[src/rtl/dmt_pkg.sv]
// Shared types, codes and helpers for the XOR delta match table.
// Used by dmt_cell, dmt_ctrl and xor_delta_match_table; depends on nothing.
package dmt_pkg;

   localparam int MAX_BYTES_DEF     = 8;
   localparam int TABLE_ENTRIES_DEF = 16;

   // fixed field widths
   localparam int DATA_W  = 64;
   localparam int STAMP_W = 32;
   localparam int CLS_W   = 3;   // holds class index for MAX_BYTES up to 8
   localparam int SLOT_W  = 8;   // holds slot index for TABLE_ENTRIES up to 256
   localparam int OSLOT_W = 4;

   localparam logic [STAMP_W-1:0] STAMP_MAX = '1;

   typedef enum logic [1:0] {
      MODE_FIND     = 2'd0,
      MODE_ADD_NEW  = 2'd1,
      MODE_ADD_DIFF = 2'd2,
      MODE_UNUSED   = 2'd3
   } mode_type;

   typedef enum logic [1:0] {
      STAT_NONE   = 2'd0,
      STAT_DIFF   = 2'd1,
      STAT_FULL   = 2'd2,
      STAT_STORED = 2'd3
   } status_type;

   typedef enum logic [1:0] {
      ST_IDLE,
      ST_SCAN,
      ST_FINISH
   } state_type;

   // operation held steady for the whole scan
   typedef struct packed {
      mode_type            mode;
      logic [CLS_W-1:0]    cls;
      logic [DATA_W-1:0]   old_v;
      logic [DATA_W-1:0]   new_v;
      logic [DATA_W-1:0]   diff_v;
      logic [STAMP_W-1:0]  stamp;
   } query_type;

   // scan state handed from cell to cell
   typedef struct packed {
      logic                busy;
      logic                collision;
      logic                found;
      status_type          status;
      logic [SLOT_W-1:0]   slot;
      logic [STAMP_W-1:0]  best_stamp;
      logic [SLOT_W-1:0]   best_slot;
   } token_type;

   typedef struct packed {
      logic                en;
      logic [SLOT_W-1:0]   slot;
   } write_type;

   // mask keeping the low n bytes
   function automatic logic [DATA_W-1:0] len_mask(input logic [3:0] n);
      logic [DATA_W-1:0] m;
      begin
         if (n >= 4'd8) begin
            m = '1;
         end else begin
            m = (64'd1 << {n[2:0], 3'b000}) - 64'd1;
         end
         return m;
      end
   endfunction

endpackage

[src/rtl/dmt_cell.sv]
// One table slot, holding that slot's entry for every length class.
// Takes the scan token from its left neighbor and passes it on in the next cycle.
// Depends on dmt_pkg.
module dmt_cell #(
   parameter int MAX_BYTES  = dmt_pkg::MAX_BYTES_DEF,
   parameter int SLOT_INDEX = 0
) (
   input  logic                  clock,
   input  logic                  reset,
   input  dmt_pkg::query_type    query,
   input  dmt_pkg::write_type    wr,
   input  dmt_pkg::token_type    tok_i,
   output dmt_pkg::token_type    tok_o
);

   localparam int IDX_W = (MAX_BYTES > 1) ? $clog2(MAX_BYTES) : 1;
   localparam logic [dmt_pkg::SLOT_W-1:0] MY_SLOT = dmt_pkg::SLOT_W'(SLOT_INDEX);

   logic                          valid_ff [MAX_BYTES];
   logic [dmt_pkg::STAMP_W-1:0]   stamp_ff [MAX_BYTES];
   logic [dmt_pkg::DATA_W-1:0]    old_ff   [MAX_BYTES];
   logic [dmt_pkg::DATA_W-1:0]    new_ff   [MAX_BYTES];
   logic [dmt_pkg::DATA_W-1:0]    diff_ff  [MAX_BYTES];

   dmt_pkg::token_type            tok_ff;
   dmt_pkg::token_type            tok_in;

   logic [IDX_W-1:0]              idx;
   logic                          ent_valid;
   logic [dmt_pkg::STAMP_W-1:0]   ent_stamp;
   logic                          wr_hit;

   assign idx    = query.cls[IDX_W-1:0];
   assign wr_hit = wr.en && (wr.slot == MY_SLOT);

   always_comb begin
      ent_valid = valid_ff[idx];
      // an unwritten slot counts as stamp zero
      ent_stamp = ent_valid ? stamp_ff[idx] : '0;
      tok_in    = tok_i;
      if (ent_valid && !tok_i.found) begin
         if (diff_ff[idx] == query.diff_v) begin
            tok_in.found  = 1'b1;
            tok_in.slot   = MY_SLOT;
            tok_in.status = (!tok_i.collision && new_ff[idx] == query.new_v) ?
                            dmt_pkg::STAT_FULL : dmt_pkg::STAT_DIFF;
         end else if (old_ff[idx] == query.old_v) begin
            tok_in.collision = 1'b1;
         end
      end
      if (ent_stamp < tok_i.best_stamp) begin
         tok_in.best_stamp = ent_stamp;
         tok_in.best_slot  = MY_SLOT;
      end
   end

   always_ff @(posedge clock) begin
      if (reset) begin
         tok_ff <= '0;
      end else begin
         tok_ff <= tok_in;
      end
   end

   always_ff @(posedge clock) begin
      if (reset) begin
         for (int i = 0; i < MAX_BYTES; i++) begin
            valid_ff[i] <= 1'b0;
         end
      end else if (wr_hit) begin
         valid_ff[idx] <= 1'b1;
      end
   end

   always_ff @(posedge clock) begin
      if (wr_hit) begin
         stamp_ff[idx] <= query.stamp;
         old_ff[idx]   <= query.old_v;
         new_ff[idx]   <= query.new_v;
         diff_ff[idx]  <= query.diff_v;
      end
   end

   assign tok_o = tok_ff;

endmodule

[config.mk]
export PLATFORM = sky130hd
export DESIGN_NAME = dmt_cell
export DESIGN_NICKNAME = d
export VERILOG_FILES = /design/src/rtl/dmt_pkg.sv /design/src/rtl/dmt_cell.sv
export SDC_FILE = /design/constraint.sdc
export NUM_CORES = 2
export LEC_CHECK = 0
export BUFFER_PORTS_ARGS = -buffer_cell sky130_fd_sc_hd__buf_2
export CORE_UTILIZATION = 45
export CTS_CLUSTER_SIZE = 12
export DETAILED_ROUTE_END_ITERATION = 7
export GPL_ROUTABILITY_DRIVEN = 0
export PLACE_DENSITY = 0.65
export SLEW_MARGIN = 20
export SYNTH_ARGS = -nofsm -noshare
export SYNTH_HDL_FRONTEND = slang
export SYNTH_SLANG_ARGS = --single-unit
[constraint.sdc]
create_clock -name clock -period 62 [get_ports clock]
set_input_delay 9.3 -clock clock [delete_from_list [all_inputs] [get_ports clock]]
set_output_delay 9.3 -clock clock [all_outputs]
set_load 0.05 [all_outputs]
======== Yosys cells after proc, flatten, opt, wreduce, memory -nomap -nowiden ========
Memories as Yosys holds them, arrays and structs flattened.
Index checks and enable logic that the tools add are counted.
storage, ports and cells
  memories kept ........................... 5
  output and inout bits ................... 53
  bits of input ports ..................... 293
  flip-flop bits (word level) ............. 53
  memory bits (writable) .................. 1800
  logic and storage cells ................. 40
memories
  memory    depth  width  rd ports  clocked after memory_dff  write ports  RTL line        RTL
  diff_ff   8      64     1         0                         1            dmt_cell.sv:23  logic [dmt_pkg::DATA_W-1:0] diff_ff [MAX_BYTES];
  new_ff    8      64     1         0                         1            dmt_cell.sv:22  logic [dmt_pkg::DATA_W-1:0] new_ff [MAX_BYTES];
  old_ff    8      64     1         0                         1            dmt_cell.sv:21  logic [dmt_pkg::DATA_W-1:0] old_ff [MAX_BYTES];
  stamp_ff  8      32     1         0                         1            dmt_cell.sv:20  logic [dmt_pkg::STAMP_W-1:0] stamp_ff [MAX_BYTES];
  valid_ff  8      1      1         0                         8            dmt_cell.sv:19  logic valid_ff [MAX_BYTES];
operators by class
  equal/unequal tests ..................... 3
  muxes and demuxes ....................... 16
  reductions and logical operators ........ 8
  order comparisons ....................... 1
operators with widths
  operator           number
  $eq 64x64->1       3
  $mux 40            1
  $lt 32x32->1       1
  $mux 32            1
  $mux 12            1
  $mux 11            1
  $mux 1             10
  $logic_not 8->1    1
  $logic_and 1x1->1  3
  $mux 3             1
  $logic_not 1->1    2
  $mux 2             1
  $reduce_or 2->1    1
  $reduce_or 1->1    1

======== Logic depth before layout (Yosys ltp) ========
  depth after elaboration ................. 7
  depth in mapped cells ................... 25
  depth with buffers taken out ............ 16

======== Worst setup path after synthesis ========
Ideal clock, no wire load.
  path kind ............................... input to register
  start ................................... input query[226] in the netlist's numbering
  end ..................................... memory diff_ff[0][0] in the netlist's numbering, enable pin
  data arrival time ....................... 26.063 ns
  buffers on the path ..................... 9
  stages on the path ...................... 10
  setup slack ............................. 34.854 ns
  data required time ...................... 60.917 ns
  cell sequence ........................... buf_6 buf_2 buf_4 buf_2 buf_2 buf_4 buf_2 buf_2 buf_2 nor3_1
RTL lines
  what                RTL line        RTL
  start: declaration  dmt_cell.sv:10  input dmt_pkg::query_type query,
  end: declaration    dmt_cell.sv:23
Straight into the memory's write port.

======== Worst setup path in the final report ========
  start ................................... input query[224] in the netlist's numbering
  end ..................................... register tok_ff (netlist bit tok_o[12])
on the way
  cells in the longest elaborated chain, start to end .. 4
  elaborated cells on any way between the ends .. 5
RTL lines
  what                                                RTL line        RTL
  $mem_v2 8x32 / $mem_v2 8x1 (equally long branches)  -
  $mux 32 *                                           dmt_cell.sv:39  ent_stamp = ent_valid ? stamp_ff[idx] : '0;
  $lt 32x32->1                                        dmt_cell.sv:51  if (ent_stamp < tok_i.best_stamp) begin
  $mux 40 *                                           dmt_cell.sv:51
  end signal: assignment                              dmt_cell.sv:61  tok_ff <= tok_in;
  end: declaration                                    dmt_cell.sv:25  dmt_pkg::token_type tok_ff;
Mark *: on every way between the ends. The rest lies on a longest branch, timed or not.
A chain may end at the register's enable or synchronous reset.

==> impl_results.md <==
- Final core utilization: 0.515
- Max Cap Viol: 0
- Setup tns final: 0 ns
- # setup viols final: 0
- Hold EP: valid_ff[7]
- Post-synth ARST share: 0
- Nets: 4719
- Worst Tran Pin Value: roughly 1.2 ns
- Wire length on met2: 93.7 mm
- DRC: 0
- Antenna Violating Nets Remaining: 0
- First-pass iteration count of the detailed router: 6
- HP Start: valid_ff[7]
- Register share of total power: 0.538
- Reg clk slew, reported paths: around 0.06 ns
- Clk Latency, worst-skew pair: 0.82 ns
- RR Startpoint: valid_ff[5]
- Slew HR: 0.221
- Net switching power: 558 uW
- Drt total wl: 192 mm
- Static Leak: 0.0269 uW
- R2r endpoint: tok_o[12]
- Synth cell count leaders: edfxtp_1 (1792), mux2i_1 (310), a22oi_1 (224)
- 1st-iter DRT viols: 4109
- Status: completed
- Vias per inst: 5.99
- Pre-CTS WS: 46.43 ns
- Uppermost layer routed: met5
- Post-synth EDFFs: around 1.8k
- Io pins: approximately 350
- Post-synthesis cell type count: 68
- Cts repair resizes: 0
- Setup bufs post-CTS: 0
- Worst Hold Class: reg -> reg
- Placed Cells: approximately 6.3k
- GRT Util Overall: 0.233
- Share of layout cells above drive strength 1: 0.191
- First-pass GRT wire length: 273 mm
- Post-synth top area share: 0.750
- DP HPWL: 106 mm
- CP Class: in -> reg
- Clock power share: 0.403
- Peak Freq: 67.5 MHz
- Final Hold Viols: 0
- Unrepaired setup endpoints after global routing: false
- Post-synth top flop: edfxtp_1
- Top-count cell post-synth: edfxtp_1
- Syn Nets: 4339
- DR WL/cell: 28.9 um
- Core Box Area: 158000 sq um
- CP Launch Type: primary input
- Synthesized area: 71800 sq um
- Met1 Routed Length: 77.7 mm
- Max Transition Viols Final: 0
- Element type at the critical path end: flip-flop
- Inserted Clock Buffers: approximately 190
- Clock period minus worst slack: 14.82 ns
- Setup slack, reg-to-reg: 57.78 ns
- Pwr dens: 31.3 nW/um^2
- Hold buffer count at cts: 0
- Worst Slack Setup Final: around 47 ns
- Via count: 39.8k
- Switching share of power: 0.218
- Yosys warns: 0
- Initial antenna violation count: 103
- Number of global-route vias before repair: 38.7k
- CTS sink cnt: around 1.9k
- Worst VDD drop: 0.0000289 V
- CTS tree: done
- Crit path required time: approximately 63 ns
- Worst Hold Depth: 1
- IO buf count: approximately 340
- Die height: 401 um
- Post-Syn Instances: ~4k
- Fin crit share: 0.239
- Clock skew: 0.0210 ns
- Synth top area cells: edfxtp_1 (75%), mux2i_1 (4.3%), a22oi_1 (2.3%), a221oi_1 (1.9%), mux4_2 (1.7%)
- Initial Util: 0.453
- Root buf cell: clkbuf_16
- Routed met3 length: 16.1 mm
- Proportion of power drawn by combinational gates: 0.060
- Die span in x: 401 um
- Critical path peak fanout: 93
- Int Pwr: 2000 uW
- Pin count of the biggest net entering global routing: approximately 130
- Seq/Total Area, Yosys: 0.767
- Crit path DAT: ~15 ns
- DIE AREA: between 150000 and 200000 sq um
- Worst R2R Path Depth: 16
- Syn Area/Cell: 17.9 sq um
- Area Overhead vs Synth: 13.6%
- Cell taking the most area after synthesis: edfxtp_1
- Non-Filler Instances: 6631
- Bufs on Longest Clock Path: 3
- Num rows: 146
- H-tree levels: 4
- Overflow after GRT: 0
- Total power: 2560 uW
- Flops & latches, synth: 1853
stage by stage:
step,area [sq um],hold slack (ns)
floorplan,71800,0.440
global placement,76000,0.448
detailed placement,76000,0.465
CTS,81500,0.478
global route,81500,0.517
finish,81600,0.475
layout make-up:
cell class	count	area (sq um)
sequential	1853	55000
inverter	41	156
antenna	41	103
multi-input combinational	1883	15700
clock buffer	268	5110
fill	12627	76800
tap	2072	2590
timing repair buffer	431	2560
clock inverter	42	363
critical path, stage by stage:
cell and delay [ns]:
buf_8 0.34, buf_4 0.50, buf_12 0.49, and3_4 0.34, buf_4 0.65, buf_4 0.55
a22oi_1 0.16, a31oi_1 0.37, ha_1 0.34, a21o_1 0.17, a21o_1 0.17, a21oi_1 0.13
o21ai_0 0.09, and3_1 0.18, o21ai_0 0.16, nand4_1 0.57, buf_4 0.50, mux2i_1 0.19
nor2_1 0.06
layout by cell type (no fill, tap or decap), types with 61 or more instances in the layout:
cell / instances
clkbuf_16: 190
a22oi_1: 224
clkbuf_1: 67
buf_4: 76
nand2_1: 64
mux2_2: 109
buf_2: 340
xor2_1: 70
xnor2_1: 98
dfxtp_1: 61
a221oi_1: 156
mux2i_1: 310
edfxtp_1: 1792
a21oi_1: 104
nor2_1: 141
o21ai_0: 71
power by group through the flow:
| stage | clock [uW] | sequential [uW] | combinational (uW) |
|---|---|---|---|
| after floorplan | 0 | 1410 | 78.4 |
| after global placement | 0 | 1400 | 150 |
| after detailed placement | 0 | 1400 | 152 |
| after CTS | 1050 | 1370 | 153 |
| after global routing | 1090 | 1370 | 163 |
| final | 1030 | 1370 | 153 |
registers in the layout (all words and copies together) (netlist names):
register	flops
tok_o	53
old_ff	512
stamp_ff	256
diff_ff	512
valid_ff	8
new_ff	512
cell families (layout without fill, tap and decap cells):
kind of cell | Yosys count | count (layout) | synth area share
xor+xnor | 168 | 168 | 0.0205
fa+ha+maj | 31 | 31 | 0.00540
flops | 1853 | 1853 | 0.767
other cells | 0 | 41 | 0
mux | 478 | 478 | 0.0783
simple gates | 381 | 381 | 0.0264
compound gates | 825 | 825 | 0.0854
buf+inv | 279 | 782 | 0.0173
layer usage:
metal,vias up,GRT usage
met5,-,0
met4,66,0.0622
met3,304,0.0515
met2,1603,0.382
met1,20602,0.316
li1,17175,-
worst max-delay path by stage:
stage,slack (ns),end,startpoint,depth (start not counted)
6_report,47.18,tok_o[12],query[224],19
5_1_grt,46.86,tok_o[14],query[224],18
4_1_cts,47.27,tok_o[12],query[224],20
3_5_place_dp,46.43,tok_o[12],query[224],20
3_3_place_gp,46.43,tok_o[51],query[224],12
2_1_floorplan,34.85,diff_ff[0][0],query[226],10
Power figures use the tool's default switching activity.
