File: src/rtl/dmt_pkg.sv
// Shared types, codes and helpers for the XOR delta match table.
// Used by dmt_cell, dmt_ctrl and xor_delta_match_table; depends on nothing.
package dmt_pkg;

   localparam int MAX_BYTES_DEF     = 8;
   localparam int TABLE_ENTRIES_DEF = 16;

   // fixed field widths
   localparam int DATA_W  = 64;
   localparam int STAMP_W = 32;
   localparam int CLS_W   = 3;   // holds class index for MAX_BYTES up to 8
   localparam int SLOT_W  = 8;   // holds slot index for TABLE_ENTRIES up to 256
   localparam int OSLOT_W = 4;

   localparam logic [STAMP_W-1:0] STAMP_MAX = '1;

   typedef enum logic [1:0] {
      MODE_FIND     = 2'd0,
      MODE_ADD_NEW  = 2'd1,
      MODE_ADD_DIFF = 2'd2,
      MODE_UNUSED   = 2'd3
   } mode_type;

   typedef enum logic [1:0] {
      STAT_NONE   = 2'd0,
      STAT_DIFF   = 2'd1,
      STAT_FULL   = 2'd2,
      STAT_STORED = 2'd3
   } status_type;

   typedef enum logic [1:0] {
      ST_IDLE,
      ST_SCAN,
      ST_FINISH
   } state_type;

   // operation held steady for the whole scan
   typedef struct packed {
      mode_type            mode;
      logic [CLS_W-1:0]    cls;
      logic [DATA_W-1:0]   old_v;
      logic [DATA_W-1:0]   new_v;
      logic [DATA_W-1:0]   diff_v;
      logic [STAMP_W-1:0]  stamp;
   } query_type;

   // scan state handed from cell to cell
   typedef struct packed {
      logic                busy;
      logic                collision;
      logic                found;
      status_type          status;
      logic [SLOT_W-1:0]   slot;
      logic [STAMP_W-1:0]  best_stamp;
      logic [SLOT_W-1:0]   best_slot;
   } token_type;

   typedef struct packed {
      logic                en;
      logic [SLOT_W-1:0]   slot;
   } write_type;

   // mask keeping the low n bytes
   function automatic logic [DATA_W-1:0] len_mask(input logic [3:0] n);
      logic [DATA_W-1:0] m;
      begin
         if (n >= 4'd8) begin
            m = '1;
         end else begin
            m = (64'd1 << {n[2:0], 3'b000}) - 64'd1;
         end
         return m;
      end
   endfunction

endpackage

File: src/rtl/dmt_ctrl.sv
// Sequencer: takes a request beat, launches the scan token, applies the
// replacement write and holds the response beat. Depends on dmt_pkg.
module dmt_ctrl #(
   parameter int MAX_BYTES = dmt_pkg::MAX_BYTES_DEF
) (
   input  logic                  clock,
   input  logic                  reset,
   input  logic                  req_tvalid,
   output logic                  req_tready,
   input  logic [231:0]          req_tdata,
   input  logic [1:0]            req_tuser,
   output logic                  rsp_tvalid,
   input  logic                  rsp_tready,
   output logic [71:0]           rsp_tdata,
   output logic [1:0]            rsp_tuser,
   output dmt_pkg::query_type    query,
   output dmt_pkg::token_type    launch,
   input  dmt_pkg::token_type    last_tok,
   output dmt_pkg::write_type    wr
);

   dmt_pkg::state_type            state_ff, state_in;
   dmt_pkg::query_type            query_ff, query_in;
   dmt_pkg::token_type            launch_ff, launch_in;

   logic                          req_fire;
   logic                          req_ok;
   logic [3:0]                    byte_count;
   logic [dmt_pkg::DATA_W-1:0]    mask, old_m, new_m, diff_m;
   dmt_pkg::mode_type             mode;

   dmt_pkg::status_type           pend_status_ff, pend_status_in;
   logic [dmt_pkg::SLOT_W-1:0]    pend_slot_ff, pend_slot_in;
   logic [dmt_pkg::DATA_W-1:0]    pend_data_ff, pend_data_in;
   logic                          pend_load;

   logic                          rsp_valid_ff, rsp_valid_in;
   dmt_pkg::status_type           rsp_status_ff;
   logic [dmt_pkg::OSLOT_W-1:0]   rsp_slot_ff;
   logic [dmt_pkg::DATA_W-1:0]    rsp_data_ff;
   logic                          rsp_load;

   // request fields
   assign mode       = dmt_pkg::mode_type'(req_tuser);
   assign byte_count = req_tdata[3:0];
   assign mask       = dmt_pkg::len_mask(byte_count);
   assign old_m      = req_tdata[67:4]    & mask;
   assign new_m      = req_tdata[131:68]  & mask;
   assign diff_m     = req_tdata[195:132] & mask;

   assign req_ok = (byte_count >= 4'd1) && (byte_count <= 4'(MAX_BYTES)) &&
                   (mode != dmt_pkg::MODE_UNUSED);
   assign req_fire = req_tvalid && req_tready;

   always_comb begin
      query_in        = query_ff;
      query_in.mode   = mode;
      query_in.cls    = dmt_pkg::CLS_W'(byte_count - 4'd1);
      query_in.old_v  = old_m;
      query_in.stamp  = req_tdata[227:196];
      unique case (mode)
         dmt_pkg::MODE_ADD_DIFF: begin
            query_in.diff_v = diff_m;
            query_in.new_v  = old_m ^ diff_m;
         end
         default: begin
            query_in.diff_v = old_m ^ new_m;
            query_in.new_v  = new_m;
         end
      endcase
   end

   always_comb begin
      state_in       = state_ff;
      req_tready     = 1'b0;
      launch_in      = '0;
      wr             = '0;
      pend_load      = 1'b0;
      pend_status_in = dmt_pkg::STAT_NONE;
      pend_slot_in   = '0;
      pend_data_in   = '0;
      rsp_load       = 1'b0;
      unique case (state_ff)
         dmt_pkg::ST_IDLE: begin
            req_tready = 1'b1;
            if (req_tvalid) begin
               if (req_ok) begin
                  launch_in.busy       = 1'b1;
                  launch_in.status     = dmt_pkg::STAT_NONE;
                  launch_in.best_stamp = dmt_pkg::STAMP_MAX;
                  state_in             = dmt_pkg::ST_SCAN;
               end else begin
                  pend_load = 1'b1;      // zero answer, no scan
                  state_in  = dmt_pkg::ST_FINISH;
               end
            end
         end
         dmt_pkg::ST_SCAN: begin
            if (last_tok.busy) begin
               pend_load = 1'b1;
               if (query_ff.mode == dmt_pkg::MODE_FIND) begin
                  pend_status_in = last_tok.status;
                  pend_slot_in   = last_tok.slot;
               end else begin
                  wr.en          = 1'b1;
                  wr.slot        = last_tok.best_slot;
                  pend_status_in = dmt_pkg::STAT_STORED;
                  pend_slot_in   = last_tok.best_slot;
                  pend_data_in   = query_ff.new_v;
               end
               state_in = dmt_pkg::ST_FINISH;
            end
         end
         dmt_pkg::ST_FINISH: begin
            if (!rsp_valid_ff || rsp_tready) begin
               rsp_load = 1'b1;
               state_in = dmt_pkg::ST_IDLE;
            end
         end
         default: begin
            state_in = dmt_pkg::ST_IDLE;
         end
      endcase
   end

   assign rsp_valid_in = rsp_load || (rsp_valid_ff && !rsp_tready);

   always_ff @(posedge clock) begin
      if (reset) begin
         state_ff       <= dmt_pkg::ST_IDLE;
         launch_ff.busy <= 1'b0;
         rsp_valid_ff   <= 1'b0;
      end else begin
         state_ff     <= state_in;
         launch_ff    <= launch_in;
         rsp_valid_ff <= rsp_valid_in;
      end
   end

   always_ff @(posedge clock) begin
      if (req_fire) begin
         query_ff <= query_in;
      end
      if (pend_load) begin
         pend_status_ff <= pend_status_in;
         pend_slot_ff   <= pend_slot_in;
         pend_data_ff   <= pend_data_in;
      end
      if (rsp_load) begin
         rsp_status_ff <= pend_status_ff;
         rsp_slot_ff   <= pend_slot_ff[dmt_pkg::OSLOT_W-1:0];
         rsp_data_ff   <= pend_data_ff;
      end
   end

   assign query      = query_ff;
   assign launch     = launch_ff;
   assign rsp_tvalid = rsp_valid_ff;
   assign rsp_tuser  = rsp_status_ff;
   assign rsp_tdata  = {4'b0000, rsp_data_ff, rsp_slot_ff};

   // the table is only written at the end of a scan
   a_write_in_scan: assert property (@(posedge clock) disable iff (reset)
      wr.en |-> (state_ff == dmt_pkg::ST_SCAN && last_tok.busy))
      else $error("table write outside scan end");

   // scan token only returns while a scan is open
   a_token_scan: assert property (@(posedge clock) disable iff (reset)
      last_tok.busy |-> state_ff == dmt_pkg::ST_SCAN)
      else $error("stray scan token");

   // an accepted beat always leaves idle
   a_leave_idle: assert property (@(posedge clock) disable iff (reset)
      req_fire |=> state_ff != dmt_pkg::ST_IDLE)
      else $error("request accepted without starting work");

   // rebuilt bytes only come with a stored entry
   a_rebuilt_zero: assert property (@(posedge clock) disable iff (reset)
      (rsp_tvalid && rsp_tuser != dmt_pkg::STAT_STORED) |-> rsp_tdata[67:4] == '0)
      else $error("rebuilt bytes on a find answer");

   // no match reports slot zero
   a_nomatch_slot: assert property (@(posedge clock) disable iff (reset)
      (rsp_tvalid && rsp_tuser == dmt_pkg::STAT_NONE) |-> rsp_tdata[3:0] == '0)
      else $error("slot set on no match");

endmodule

File: config.mk
export PLATFORM = sky130hd
export DESIGN_NAME = dmt_ctrl
export DESIGN_NICKNAME = d
export VERILOG_FILES = /design/src/rtl/dmt_pkg.sv /design/src/rtl/dmt_ctrl.sv
export SDC_FILE = /design/constraint.sdc
export NUM_CORES = 1
export LEC_CHECK = 0
export BUFFER_PORTS_ARGS = -buffer_cell sky130_fd_sc_hd__buf_4
export CAP_MARGIN = 20
export CORE_AREA = 2 2 258 260
export DETAILED_ROUTE_END_ITERATION = 12
export DIE_AREA = 0 0 260 262
export SLEW_MARGIN = 20
export SYNTH_ARGS = -nofsm -noshare
export SYNTH_HDL_FRONTEND = slang
export SYNTH_SLANG_ARGS = --single-unit
File: constraint.sdc
create_clock -name clock -period 13.66 [get_ports clock]
set_input_delay 3.415 -clock clock [delete_from_list [all_inputs] [get_ports clock]]
set_output_delay 3.415 -clock clock [all_outputs]
set_load 0.005 [all_outputs]
== Yosys cells after proc, flatten, opt, wreduce, memory -nomap -nowiden ==
Index checks and enable logic that the tools add are counted.
Widths: inputs -> output; s select.
Word-level totals
  bits in registers: 405
  bits in latches: 0
  bits in writable memories: 0
  ROM bits: 0
  word-level logic and storage cells: 74
  memories: 0
Cells by class
  $add $sub $neg: 2
  multiply operators: 0
  div/mod/pow operators: 0
  magnitude comparators: 3
  equality and inequality tests: 7
  shift-type cells: 1
  mux-type cells: 21
  bitwise logic cells: 9
  reductions and logical operators: 15
Operator list (count)
  $and 64x64->64: 3
  $mux 128: 1
  $xor 64x64->64: 2
  $mux 64: 1
  $shl 1x6->64 const A: 1
  $sub 64x1->64 const B: 1
  $mux 32: 1
  $mux 9: 3
  $mux 2: 5
  $ne 2x2->1 const B: 4
  $mux 1: 7
  $pmux 2 s3: 1
  $reduce_or 3->1: 2
  $eq 2x2->1 const B: 2
  $ge 4x1->1 const B: 1
  $ge 4x4->1 const B: 1
  $le 4x4->1 const B: 1
  $logic_and 1x1->1: 4
  $logic_not 2->1: 2
  $mux 4: 1
  $not 1->1: 4
  $reduce_and 2->1: 2
  $reduce_and 3->1: 1
  $sub 3x1->3 const B: 1
  other kinds (4): 6

== Logic depth before layout (Yosys ltp) ==
  depth after elaboration: 6
  mapped depth: 8
  mapped depth without buffers: 6

== Worst setup path before layout ==
Ideal clock, no wire load.
  path type: input to register
  start point: input req_tvalid
  end point: register pend_data_ff[0] in the netlist's numbering, enable pin
  library setup time: 0.430 ns
  data arrival time: 9.971 ns
  required time: 13.230 ns
  setup slack: 3.259 ns
  stages on the path: 4
  buffers on the path: 0
  path through: nand2_1 inv_1 nand2_1 nand2_1
Between the ends
  word-level cells in the longest chain between the ends: 2
Ends and longest elaborated chain
  start, declared: RTL line dmt_ctrl.sv:8  | input logic req_tvalid,
  $mux 1: RTL line dmt_ctrl.sv:86  | if (req_tvalid) begin
  $pmux 1 s2: RTL line dmt_ctrl.sv:83  | unique case (state_ff)
  net pend_load: RTL line dmt_ctrl.sv:35  | logic pend_load;
  end signal, assigned: RTL line dmt_ctrl.sv:147  | pend_data_ff <= pend_data_in;
  end, declared: RTL line dmt_ctrl.sv:34  | logic [dmt_pkg::DATA_W-1:0] pend_data_ff, pend_data_in;
The timed path passes the listed nets, and every way through them passes these cells.
A chain may end at the register's enable or synchronous reset.

==> results.md <==
* CP cell instances: buf_4 > nand3b_1 > nor2_4 > buf_4 > and2_1 > buf_4
* WS Path Type: input port to output port
* CP most frequent cell: buf_4
* DR iter-0 viols at 643
* Crit Reg-Reg Startpoint: state_ff[1]$_SDFFE_PP0P_
* Worst Path Buf+Inv at 3
* Core outline area at 0.0653 sq mm
* Max-Cap Viols at 0
* TNS Setup at 0 ps
* Hold Crit Class: flop to flop
* Routed via count at 10.7k
* YS warnings at 0
* Clk buf depth at 3
* Primary FF master, synth: edfxtp_1
* Commonest non-fill, non-tap cell in the layout: buf_4
* Seq pwr share at 47.5%
* Hold Startpoint: pend_data_ff[32]$_SDFFCE_PP0P_
* Initial Util at 24.7%
* Proportion of layout cells with a drive suffix above 1 at 44.7%
* Slowest stage delay, CP at 920 ps
* Leakage power at 0.00871 uW
* Row cnt at 94
* Sw Ratio at 24.1%
* Setup bufs post-CTS at 0
* Unrepaired setup endpoints after global routing: no
* N_diodes at 0
* Count of final max-slew check failures at 0
* Synth Register Bits at 374
* Placer Congestion at 0.784
* Total wire length at around 50000 um
* CP Data Arrival Time at 5770 ps
* Die width at 260 um
* Achievable frequency at 0.109 GHz
* CTS tree: built
* Setup Skew at 11.6 ps
* First-pass GRT wire length at 68400 um
* Number of detailed-route iterations in the first pass at 5
* Period utilisation layout at 67.2%
* Routed met2 length at 25000 um
* Final setup fails at 0
* Largest net degree at the start of global routing at between 90 and 100
* Crit. End Element: output port
* Logic pwr share at 14.1%
* Drt drc at 0
* CP max-delay cell: nor2_4
* Vias in the first global route at ~11k
* Clk pwr share at 38.4%
* EDFF count, synth at 370
* PortBufs at 591
* Clock slew at reported path FFs at 60 ps
* Ports at 658
* Finished Layout Cells at between 2k and 3k
* Library cells used by synthesis at 38
* Pin slew with the least headroom to its limit at 986 ps
* WL/cell at 19.1 um
* Hold Violations, Final at 0
* CTS H-tree depth at 2
* Grt ovf at 0
* Max Used Layer: met5
* Clock Tree Root: clkbuf_16
* Remaining antenna violation count after routing at 0
* Max VDD drop at approximately 0.079 mV
* Synthesized cell area at 0.0162 sq mm
* Nets@finish at 1948
* Post-DR vias/cell at 4.19
* Hold buffers post-CTS at 0
* Die ar. at 0.0681 sq mm
* CP delay by family, top: simple AND/OR/NAND/NOR gates
* Relative slew slack at 33.7%
* Fin crit period at around 9200 ps
* Post-CTS resize count at 0
* Pwr/cell area at 131 mW/mm^2
* Metal3 WL at 3700 um
* Seq/Total Area, Yosys at 69.3%
* NetSw at approximately 700 uW
* Cts bufs inserted at between 40 and 50
* Internal power at approximately 2300 uW
* Worst-Skew Late Latency at about 550 ps
* Async SR Flop Fraction at 0%
* TritonCTS Sinks at 374
* Req. time, crit path at 10240 ps
* Initial antenna violation count at 5
* Final HPWL DP at about 36000 um
* Commonest non-fill, non-tap cells in the layout: buf_4, edfxtp_1, nor2_1, xnor2_1, and2_1
* Crit path launch type: input port
* Inst Count DP at about 2.5k
* CP startpoint: last_tok[52]
* Die height at 262 um
* Global-route usage over all layers at 13.4%
* Routed length on met1 at approximately 18000 um
* Synth-to-layout area growth at 40.3%
* Critical path fanouts, max at between 40 and 50
* Status: completed
* Avg Cell Area, Syn at 14.9 sq um
* Cell count after synthesis at 1086
[logic make-up (layout without fill, tap and decap cells)]
| kind of cell | Yosys count | after routing | share of synthesized area (%) |
|---|---|---|---|
| flip-flops | 374 | 374 | 69.3 |
| AND/OR/NAND/NOR | 312 | 312 | 9.91 |
| AO/OA/AOI/OAI | 147 | 147 | 8.88 |
| XOR/XNOR | 130 | 130 | 7.05 |
| buffers and inverters | 117 | 693 | 4.47 |
| adder cells (fa/ha/maj) | 5 | 5 | 0.387 |
| other | 1 | 24 | 0.0232 |
[through the flow]
step	cell area, sq um	total power, uW	setup WS [ps]	util [%]	hold slack [ps]
global route	22700	3100	4180	34.7	418
detailed placement	21300	1860	4360	32.6	405
CTS	22700	3020	4380	34.7	408
global placement	21200	1850	4420	32.5	401
finish	22700	2970	4470	34.7	405
floorplan	16200	1620	3260	-	400
[power by group through the flow]
| stage | combinational, uW | clock [uW] | sequential, uW |
|---|---|---|---|
| final | 417 | 1140 | 1410 |
| after CTS | 426 | 1180 | 1410 |
| after detailed placement | 425 | 0 | 1430 |
| after floorplan | 171 | 0 | 1450 |
| after global routing | 453 | 1220 | 1420 |
| after global placement | 416 | 0 | 1430 |
[worst register-to-register path: stages, from the launching register on]
cell	delay, ps
dfxtp_1	330
nor2_1	150
nand2_1	170
inv_8	430
buf_4	1100
buf_4	890
[per-layer routing]
layer  up-vias  global-route usage, %
li1       4976                      -
met1      5191                   15.3
met2       419                   23.5
met3        82                   4.03
met4         8                   5.19
met5         -                      0
[registers in the layout (all words and copies together), names as in the netlist]
signal / cells
launch: 2
pend_data_ff: 64
pend_slot_ff: 4
pend_status_ff: 2
query: 229
rsp_data_ff: 64
rsp_slot_ff: 4
rsp_tuser: 2
rsp_tvalid: 1
state_ff: 2
[path summary, 6_finish.rpt]
kind | end | slack [ps] | cells past startpoint
hold reg to reg | rsp_data_ff[32]$_DFFE_PP_ | 400 | 0
setup reg to reg | query[113]$_DFFE_PP_ | 10160 | 5
setup / recovery | wr[6] | 4470 | 6
hold / removal | rsp_data_ff[32]$_DFFE_PP_ | 400 | 0
[area by class of cell]
| class | instances | area (sq um) |
|---|---|---|
| Multi-Input combinational cell | 618 | 4390 |
| Clock inverter | 23 | 176 |
| Inverter | 7 | 33.8 |
| Timing Repair Buffer | 606 | 4580 |
| Sequential cell | 374 | 11200 |
| Fill cell | 6337 | 42600 |
| Clock buffer | 57 | 1210 |
| Tap cell | 864 | 1080 |
[Yosys cell counts (2+ instances only)]
master	number	share of area [%]
buf_2	13	0.40
a211oi_2	72	5.6
buf_6	6	0.42
inv_1	7	0.16
and2_1	73	2.8
a21oi_1	8	0.25
nand2b_1	4	0.15
dfxtp_1	4	0.50
buf_1	7	0.16
and3_1	2	0.077
nand2_1	9	0.21
xnor2_1	129	7.0
ha_1	5	0.39
nor3_1	5	0.15
a211oi_1	56	2.6
nor2_2	2	0.077
nor3_2	2	0.12
o21a_1	2	0.093
o21ai_0	6	0.19
nor2_1	140	3.3
buf_4	59	2.7
clkbuf_1	25	0.58
nor2b_1	66	2.6
edfxtp_1	370	69
Power figures use the tool's default switching activity.
